### config.mk
export PLATFORM = sky130hd
export DESIGN_NAME = xorshift_keystream_byte_decrypt
export DESIGN_NICKNAME = d
export VERILOG_FILES = /design/src/hw/rtl/xksd_pkg.sv /design/src/hw/rtl/xksd_skid.sv /design/src/hw/rtl/xorshift_keystream_byte_decrypt.sv
export SDC_FILE = /design/constraint.sdc
export NUM_CORES = 1
export LEC_CHECK = 0
export BUFFER_PORTS_ARGS = -buffer_cell sky130_fd_sc_hd__buf_4
export CORE_ASPECT_RATIO = 0.9
export CORE_MARGIN = 3
export CORE_UTILIZATION = 57
export CTS_CLUSTER_DIAMETER = 80
export DETAILED_ROUTE_END_ITERATION = 10
export PLACE_DENSITY = 0.76
export SYNTH_ARGS = -nofsm -noshare
export SYNTH_HDL_FRONTEND = slang
export SYNTH_SLANG_ARGS = --single-unit
export TNS_END_PERCENT = 5
### constraint.sdc
create_clock -name clk_i -period 4.3 [get_ports clk_i]
set_input_delay 0.215 -clock clk_i [delete_from_list [all_inputs] [get_ports clk_i]]
set_output_delay 0.215 -clock clk_i [all_outputs]
set_load 0.05 [all_outputs]
### src/hw/rtl/xksd_pkg.sv
`timescale 1ns / 1ps

package xksd_pkg;

  // Width of the byte counter; the model's default is 32.
  localparam int unsigned IndexBits = 32;

  localparam int unsigned WordBits  = 64;
  localparam int unsigned LenBits   = 32;
  localparam int unsigned CfgIdxBits = 1;

  localparam logic [WordBits-1:0] MaskA = 64'h5555_5555_5555_5555;
  localparam logic [WordBits-1:0] MaskB = 64'h71D6_7FFF_EDA6_0000;
  localparam logic [WordBits-1:0] MaskC = 64'hFFF7_EEE0_0000_0000;

  localparam logic [WordBits-1:0] KeyReset = 64'd114514;
  localparam logic [LenBits-1:0]  LenReset = 32'd1;

  // Configuration register indexes.
  localparam logic [CfgIdxBits-1:0] CfgKeyValue   = 1'b0;
  localparam logic [CfgIdxBits-1:0] CfgFileLength = 1'b1;

  typedef struct packed {
    logic [7:0] cipher_byte;
    logic       first_byte;
  } in_item_t;

  typedef struct packed {
    logic [7:0] plain_byte;
    logic       last_byte;
  } out_item_t;

  // One keystream step: four shift-xor stages, the first three masked, then the byte index.
  function automatic logic [WordBits-1:0] advance_word(
    input logic [WordBits-1:0]  w_in,
    input logic [IndexBits-1:0] idx
  );
    logic [WordBits-1:0] w;
    w = w_in;
    w = w ^ ((w >> 29) & MaskA);
    w = w ^ ((w << 17) & MaskB);
    w = w ^ ((w << 37) & MaskC);
    w = w ^ (w >> 43);
    w = w ^ WordBits'(idx);
    return w;
  endfunction

endpackage

### src/hw/rtl/xksd_skid.sv
`timescale 1ns / 1ps

// Two-entry output buffer: the result register plus a skid register, so the
// upstream stall comes straight from a flip-flop.
module xksd_skid (
  input  logic               clk_i,
  input  logic               rst_ni,
  input  logic               in_valid_i,
  input  xksd_pkg::out_item_t in_data_i,
  output logic               in_stall_o,
  output logic               out_valid_o,
  output xksd_pkg::out_item_t out_data_o,
  input  logic               out_stall_i
);

  logic                main_valid_q, main_valid_d;
  logic                skid_valid_q, skid_valid_d;
  xksd_pkg::out_item_t main_q, main_d;
  xksd_pkg::out_item_t skid_q, skid_d;
  logic                accept;
  logic                main_free;

  assign in_stall_o  = skid_valid_q;
  assign out_valid_o = main_valid_q;
  assign out_data_o  = main_q;

  assign accept    = in_valid_i & ~skid_valid_q;
  assign main_free = ~main_valid_q | ~out_stall_i;

  always_comb begin
    main_valid_d = main_valid_q;
    skid_valid_d = skid_valid_q;
    main_d       = main_q;
    skid_d       = skid_q;
    if (main_free) begin
      // The skid entry is older than anything arriving, so it moves up first.
      main_valid_d = skid_valid_q | accept;
      main_d       = skid_valid_q ? skid_q : in_data_i;
      skid_valid_d = 1'b0;
    end else if (accept) begin
      skid_valid_d = 1'b1;
      skid_d       = in_data_i;
    end
  end

  always_ff @(posedge clk_i or negedge rst_ni) begin
    if (!rst_ni) begin
      main_valid_q <= 1'b0;
      skid_valid_q <= 1'b0;
    end else begin
      main_valid_q <= main_valid_d;
      skid_valid_q <= skid_valid_d;
    end
  end

  always_ff @(posedge clk_i) begin
    main_q <= main_d;
    skid_q <= skid_d;
  end

endmodule

### src/hw/rtl/xorshift_keystream_byte_decrypt.sv
`timescale 1ns / 1ps

// Channel  | valid      | stall       | payload
// ---------+------------+-------------+--------------------------------------
// input    | in_valid_i | in_stall_o  | in_data_i  (cipher_byte, first_byte)
// output   | out_valid_o| out_stall_i | out_data_o (plain_byte, last_byte)
// config   | cfg_we_i   | (none)      | cfg_idx_i, cfg_wdata_i
//
// One byte is taken per cycle while the input is not stalled; its result is
// registered in the output buffer. The keystream word and byte index update in
// the transfer cycle itself, as the step is only a few levels of shift-xor logic.
// Reset restores key 114514, file length 1, and a zero word and index.
// A stalled output holds two results before the input stalls.
module xorshift_keystream_byte_decrypt (
  input  logic                                clk_i,
  input  logic                                rst_ni,
  input  logic                                in_valid_i,
  input  xksd_pkg::in_item_t                  in_data_i,
  output logic                                in_stall_o,
  output logic                                out_valid_o,
  output xksd_pkg::out_item_t                 out_data_o,
  input  logic                                out_stall_i,
  input  logic                                cfg_we_i,
  input  logic [xksd_pkg::CfgIdxBits-1:0]     cfg_idx_i,
  input  logic [xksd_pkg::WordBits-1:0]       cfg_wdata_i
);

  logic [xksd_pkg::WordBits-1:0]  key_q;
  logic [xksd_pkg::LenBits-1:0]   len_q;
  logic [xksd_pkg::WordBits-1:0]  word_q, word_d;
  logic [xksd_pkg::IndexBits-1:0] idx_q, idx_d;
  logic [xksd_pkg::WordBits-1:0]  word_start;
  logic [xksd_pkg::IndexBits-1:0] idx_cur;
  logic [xksd_pkg::IndexBits-1:0] last_idx;
  logic                           in_acc;
  xksd_pkg::out_item_t            result;

  assign in_acc = in_valid_i & ~in_stall_o;

  always_ff @(posedge clk_i or negedge rst_ni) begin
    if (!rst_ni) begin
      key_q <= xksd_pkg::KeyReset;
      len_q <= xksd_pkg::LenReset;
    end else if (cfg_we_i) begin
      case (cfg_idx_i)
        xksd_pkg::CfgKeyValue:   key_q <= cfg_wdata_i;
        xksd_pkg::CfgFileLength: len_q <= cfg_wdata_i[xksd_pkg::LenBits-1:0];
        default: ;
      endcase
    end
  end

  // A first byte reseeds from key plus length and restarts the index.
  assign word_start = in_data_i.first_byte
                      ? key_q + xksd_pkg::WordBits'(len_q)
                      : word_q;
  assign idx_cur    = in_data_i.first_byte ? '0 : idx_q;
  assign last_idx   = xksd_pkg::IndexBits'(xksd_pkg::WordBits'(len_q)
                                           - xksd_pkg::WordBits'(1));

  assign word_d = xksd_pkg::advance_word(word_start, idx_cur);
  assign idx_d  = idx_cur + xksd_pkg::IndexBits'(1);

  assign result.plain_byte = in_data_i.cipher_byte ^ word_d[7:0];
  assign result.last_byte  = (idx_cur == last_idx);

  always_ff @(posedge clk_i or negedge rst_ni) begin
    if (!rst_ni) begin
      word_q <= '0;
      idx_q  <= '0;
    end else if (in_acc) begin
      word_q <= word_d;
      idx_q  <= idx_d;
    end
  end

  xksd_skid u_out_buf (
    .clk_i       (clk_i),
    .rst_ni      (rst_ni),
    .in_valid_i  (in_valid_i),
    .in_data_i   (result),
    .in_stall_o  (in_stall_o),
    .out_valid_o (out_valid_o),
    .out_data_o  (out_data_o),
    .out_stall_i (out_stall_i)
  );

  a_first_restarts_index: assert property (@(posedge clk_i) disable iff (!rst_ni)
    in_acc && in_data_i.first_byte |=> idx_q == xksd_pkg::IndexBits'(1))
    else $error("index did not restart after a first byte");

  a_index_advances: assert property (@(posedge clk_i) disable iff (!rst_ni)
    in_acc && !in_data_i.first_byte
    |=> idx_q == $past(idx_q) + xksd_pkg::IndexBits'(1))
    else $error("index did not advance by one on a transfer");

  a_stall_needs_result: assert property (@(posedge clk_i) disable iff (!rst_ni)
    in_stall_o |-> out_valid_o)
    else $error("input stalled with no result held");

  a_stall_from_output: assert property (@(posedge clk_i) disable iff (!rst_ni)
    $rose(in_stall_o) |-> $past(out_stall_i) && $past(out_valid_o))
    else $error("input stall raised without a stalled output");

endmodule
==> out/results.tsv, run 1 <==
metric	value	unit
worst-path cell chain	ha_1 > a21oi_1 > o31a_1 > a21oi_2 > o21a_1 > a31oi_2 > o21ai_2 > xor2_1 > mux2i_1 > xor2_2 > xnor2_2 > xnor2_1 > mux2_2	
critical path class	flop to flop	
routed via count	12774	
postcts setup bufs	0	
syn nets	1678	
Core Area	24600	sq um
Hold Vio Cnt, Final	0	
minimum clock period	4.15	ns
f_max	241	MHz
Rel. slew slack	37.6	%
row cnt	54	
IO Port Bufs	89	
H-Tree Depth	1	
DRC Markers	0	
Worst-Margin Slew	0.932	ns
initial antenna violation count	0	
Clock Path Buffers	3	
PwrDens	614	nW/um^2
num ports	90	
Total Routing Usage GR	33.1	%
share of the synthesized area in the top cell type	30.6	%
CTS buffer count	24	
DP Area	15800	sq um
clk sink count	207	
top cells by count, synth	nand2_1 (185), dfrtp_1 (177), xnor2_1 (161)	
CP startpoint kind	flop	
crit path max fanout	5	
Final Cell Area	17400	sq um
RSZ-0062 raised after global routing	true	
post-synth top area cell	dfrtp_1	
clock skew	0.0105	ns
CP Capture Type	flop	
Total Nets Final	1848	
root buffer cell	clkbuf_16	
routability cong.	0.974	
# setup viols final	0	
pin count of the biggest net entering global routing	98	
vias in the first global route	12389	
via-per-instance ratio	6.12	
Area growth, synth to finish	19.8	%
Seq/Total Area, Yosys	36.5	%
top post-synthesis cells by area	dfrtp_1 (31%), xnor2_1 (9.7%), mux2_2 (8.3%), xor2_1 (5.3%), nand2_1 (4.8%)	
Pleak	6.95	nW
DRT Pass-1 Iters	7	
Gate Count Post-Synth	1564	
crit share post-route	96.5	%
Post-Syn Area	14500	sq um
grt ovf	0	
CP top delay family	compound AO/OA/AOI/OAI gates	
Die ar.	27400	sq um
1st-iter DRT viols	1578	
Slew Viols, Final	0	
post-DR wirelength/cell	21.7	microns
FFs w/ async S/R, synth	91.3	%
worst slack at placement	0.0426	ns
diode count	0	
Worst path slowest cell	dfstp_2	
initial core utilization	58.9	%
Critical Path AT	4.44	ns
CP bufs+invs	0	
worst skew pair latency	0.54	ns
most used flip-flop cell after synthesis	dfrtp_1	
Post-synth EDFFs	18	
Synthesis Warnings	0	
layout cell share with drive strength beyond 1	20.7	%
CTS tree	built	
Tightest Hold Check Type	input port to flop	
Worst-path clk slew	0.06	ns
first-pass GRT wire length	71200	microns
Die H	157	microns
CP Data Required Time	4.59	ns
Syn Area/Cell	9.26	sq um
drt total wl	45400	microns
status	finished clean	
Yosys reg bits	207	
Synth cell types	84	
Max IR drop VDD	0.391	mV
placed wire-length estimate	33500	microns
Routed Antenna Nets	0	
top-count cell post-synth	nand2_1	
Max-Cap Viols	0	
setup ws final	0.151	ns
CP peak stage delay	0.53	ns
Die Width	174	microns
-- metal layers --
metal | track usage (%) | vias up | part of all wire (%)
met5 | 0 | - | 0
met4 | 10.9 | 0 | 3.6
met3 | 6.13 | 104 | 8.5
met2 | 51.2 | 551 | 44
met1 | 47.4 | 6235 | 44
li1 | - | 5884 | -
-- final timing paths --
check | depth (start not counted) | start | endpoint | slack, ns
setup / recovery | 13 | key_q[4] | u_out_buf.out_data_o[8] | 0.15
hold / removal | 2 | in_data_i[4] | u_out_buf.skid_q[4] | 0.005
setup reg to reg | 13 | key_q[4] | u_out_buf.out_data_o[8] | 0.15
hold reg to reg | 2 | word_q[63] | word_q[63] | 0.49
max in group asynchronous | 3 | rst_ni | key_q[39] | 3.02
min in group asynchronous | 2 | rst_ni | idx_q[5] | 0.29
-- sequential cells by signal (all words and copies together), names as in the netlist --
| name | count |
|---|---|
| u_out_buf.skid_q | 9 |
| word_q | 59 |
| key_q | 64 |
| u_out_buf.out_valid_o | 1 |
| idx_q | 32 |
| u_out_buf.out_data_o | 9 |
| len_q | 32 |
| u_out_buf.in_stall_o | 1 |
-- stage by stage --
stage	power [mW]	TNS (ns)	util [%]	instances	hold WS, ns
6_report	10.7	0	70.5	2088	0.00453
3_3_place_gp	8.16	0	64.0	1975	0.352
3_5_place_dp	8.33	0	64.0	1975	0.354
4_1_cts	10.5	0	70.1	2088	0.00474
5_1_grt	11.3	-0.0344	70.5	2088	0.0200
2_1_floorplan	6.90	0	-	1564	-0.0806
-- placed cells by master (no fill, tap or decap), types with 13 or more instances in the layout --
cell and instances:
nor3_1 31, edfxtp_1 18, nor2_1 105, dfrtp_1 177, ha_1 32, inv_1 15
nand3_1 40, clkbuf_16 24, dlygate4sd3_1 69, mux2i_1 18, o21ai_0 96, xnor2_1 156
xor2_1 86, buf_4 152, mux2_2 107, a21o_1 13, nand2_1 185, nor2b_1 27
nand4_1 29, a21oi_1 100
-- worst register-to-register path, stage by stage, from the launching register on --
cell	delay (ns)
dfstp_2	0.53
ha_1	0.28
a21oi_1	0.24
o31a_1	0.34
a21oi_2	0.14
o21a_1	0.28
a31oi_2	0.42
o21ai_2	0.17
xor2_1	0.34
mux2i_1	0.20
xor2_2	0.37
xnor2_2	0.15
xnor2_1	0.17
mux2_2	0.27
-- cells by family (layout without fill, tap and decap cells) --
group | Yosys count | in the layout | share of synthesized area (%)
fa+ha+maj | 35 | 35 | 3.08
buf+inv | 95 | 283 | 2.78
compound gates | 340 | 340 | 14.6
mux | 127 | 127 | 9.74
xor+xnor | 261 | 261 | 16.8
simple gates | 499 | 499 | 16.4
flops | 207 | 207 | 36.5
-- timing repair --
item | 4_1_cts | 5_1_grt
hold endpoints to repair | 193 | 0
gates resized for setup | 1 | 20
hold buffers | 69 | 0
endpoints found under the setup margin | 1 | 7
pin swaps | 0 | 5
-- where the power goes --
group | switching, mW | total, mW | internal (mW)
Combinational | 2.99 | 5.47 | 2.48
Clock | 0.870 | 2.11 | 1.24
Sequential | 0.507 | 3.08 | 2.58
-- layout make-up --
cell class	instances	area, sq um
well taps	336	420
inverters	16	60.1
flip-flops and latches	207	5290
fillers	1889	7240
multi-input cells	1262	8920
repair buffers	223	1870
clock inverters	8	101
clock buffers	36	696
Note: power is estimated with default switching activity, not from simulation.
==> run 2, diff against run 1 <==
--- a/config.mk
+++ b/config.mk
@@ -10,3 +10,3 @@
 export CORE_MARGIN = 3
-export CORE_UTILIZATION = 57
+export CORE_UTILIZATION = 56
 export CTS_CLUSTER_DIAMETER = 80
==> constraint.sdc (replaced) <==
create_clock -name clk_i -period 3.4 [get_ports clk_i]
set_input_delay 0.34 -clock clk_i [delete_from_list [all_inputs] [get_ports clk_i]]
set_output_delay 0.34 -clock clk_i [all_outputs]
set_load 0.05 [all_outputs]
==> run 2 against run 1 <==
- critical path depth grew 2
- flip-flop and latch count did not move
- cell area grew 12%
- non-clock buffer count up 181
- fmax increased by 9.2%
- highest routed layer is now met5
- final cell count grew 8.9%
- combinational power increased by 70%
- sequential share of layout area is 3.2 points lower
- largest power group unchanged
- the run now ends with negative setup slack left
==> out/results.tsv, run 2 (synthesized netlist as in run 1, its figures left out) <==
metric	value	unit
routed via count	13548	
drt total wl	47800	microns
crit path to	word_q[20]	
layout cell share with drive strength beyond 1	36.9	%
row cnt	55	
num ports	90	
biggest regs	key_q: 64 flops, word_q: 59 flops	
Tightest Hold Check Type	input port to flop	
hold path start	cfg_wdata_i[48]	
Tot Pwr	15.8	mW
DRC Markers	0	
post-DR wirelength/cell	21.0	microns
minimum clock period	3.80	ns
commonest non-fill, non-tap cell in the layout	buf_4	
Max IR drop VDD	0.487	mV
utilization after layout	76.7	%
CP Capture Type	flop	
CTS tree	built	
worst reg2reg path startpoint	key_q[22]	
CP Launch Point	key_q[22]	
PwrDens	813	nW/um^2
Rel. slew slack	29.7	%
R2R depth	15	
worst skew pair latency	0.54	ns
routability cong.	0.984	
Total Routing Usage GR	33.4	%
setup ws final	-0.399	ns
first-pass GRT wire length	72900	microns
Die ar.	27800	sq um
register bank with the most flops	key_q	
f_max	263	MHz
Critical Path AT	4.17	ns
initial antenna violation count	2	
initial core utilization	57.2	%
CTS buffer count	24	
worst-path cell chain	ha_4 > a21oi_2 > o21a_1 > or4_4 > o211a_4 > buf_4 > o21ai_4 > nor2_2 > buf_4 > or4_1 > xor2_2 > a21oi_1 > xnor2_1 > xnor2_1 > o21ai_0	
Max-Cap Viols	0	
flop2flop setup slack	-0.40	ns
1st-iter DRT viols	1157	
CP peak stage delay	0.56	ns
Area growth, synth to finish	34.1	%
Seq pwr share	24.5	%
IO Port Bufs	89	
Worst path slowest cell	or4_1	
clock skew	0.0267	ns
failing checks	negative setup slack	
critical path class	flop to flop	
crit share post-route	112	%
Clock Path Buffers	3	
CP Data Required Time	3.77	ns
CP startpoint kind	flop	
Slew Viols, Final	0	
# setup viols final	38	
Net Sw Power	6.32	mW
vias in the first global route	13306	
root buffer cell	clkbuf_16	
Worst-path clk slew	0.06	ns
Core Area	25300	sq um
H-Tree Depth	1	
Internal	9.46	mW
diode count	0	
clock power share	16.4	%
Total Nets Final	2029	
Worst-Margin Slew	1.05	ns
most frequent cells in the layout	buf_4 (390), nand2_1 (184), dfrtp_1 (176), xnor2_1 (133), mux2_2 (106)	
CP bufs+invs	2	
Die Width	176	microns
pin count of the biggest net entering global routing	127	
Net Sw Frac	40.0	%
Die H	159	microns
grt ovf	0	
Logic pwr share	59.1	%
DRT Pass-1 Iters	6	
Routed Antenna Nets	0	
R2R Path End	word_q[20]	
max reg flops	64	
RSZ-0062 raised after global routing	true	
crit path max fanout	3	
CP top delay family	simple AND/OR/NAND/NOR gates	
placed wire-length estimate	35100	microns
clk sink count	207	
hold depth	2	
Levels on crit path	15	
Pleak	8.13	nW
status	finished with violations	
Hold Vio Cnt, Final	0	
via-per-instance ratio	5.96	
==> run 2: repair_timing <==
item | 4_1_cts | 5_1_grt
endpoints found under the setup margin | 71 | 72
hold buffers | 1 | 0
setup buffers | 19 | 7
hold endpoints to repair | 82 | 0
pin swaps | 40 | 59
resized for setup | 65 | 107
==> run 2: worst min path at each step <==
stage / endpoint / slack [ns]
floorplan: idx_q[0] / 0.04
global placement: len_q[2] / 0.44
detailed placement: key_q[2] / 0.45
CTS: key_q[48] / 0.01
global route: key_q[60] / 0.03
finish: key_q[48] / 0.03
==> run 2: cell type report <==
cell class / count / area [sq um]
fill: 1718 / 5900
clock inverter: 8 / 82.6
tap: 342 / 428
sequential: 207 / 5290
inverter: 16 / 60.1
multi-input combinational: 1262 / 9730
timing repair buffer: 404 / 3120
clock buffer: 35 / 712
==> run 2: stage by stage <==
step / worst slack [ns] / area (sq um) / instances / TNS (ns) / hold slack, ns
global placement: -0.443 / 17500 / 2205 / -11.50 / 0.441
detailed placement: -0.567 / 17500 / 2205 / -18.25 / 0.449
CTS: -0.299 / 18800 / 2268 / -4.73 / 0.0138
global route: -0.481 / 19400 / 2274 / -12.88 / 0.0275
floorplan: -0.207 / 14500 / 1564 / -1.11 / 0.0444
finish: -0.399 / 19400 / 2274 / -5.43 / 0.0251
==> run 2: power by group through the flow <==
stage	clock [mW]	combinational (mW)	sequential, mW
floorplan	0	4.86	3.90
global placement	0	7.74	3.81
detailed placement	0	7.98	3.85
CTS	2.62	8.47	3.82
global route	2.70	9.92	3.93
finish	2.59	9.32	3.87
==> run 2: routing by layer <==
metal  up-vias  global-route usage (%)  routed length (microns)
met5         -                       0                       10
met4         2                    12.0                     2010
met3       115                    7.27                     3950
met2       562                    54.0                    22100
met1      6621                    44.8                    19700
li1       6248                       -                        -
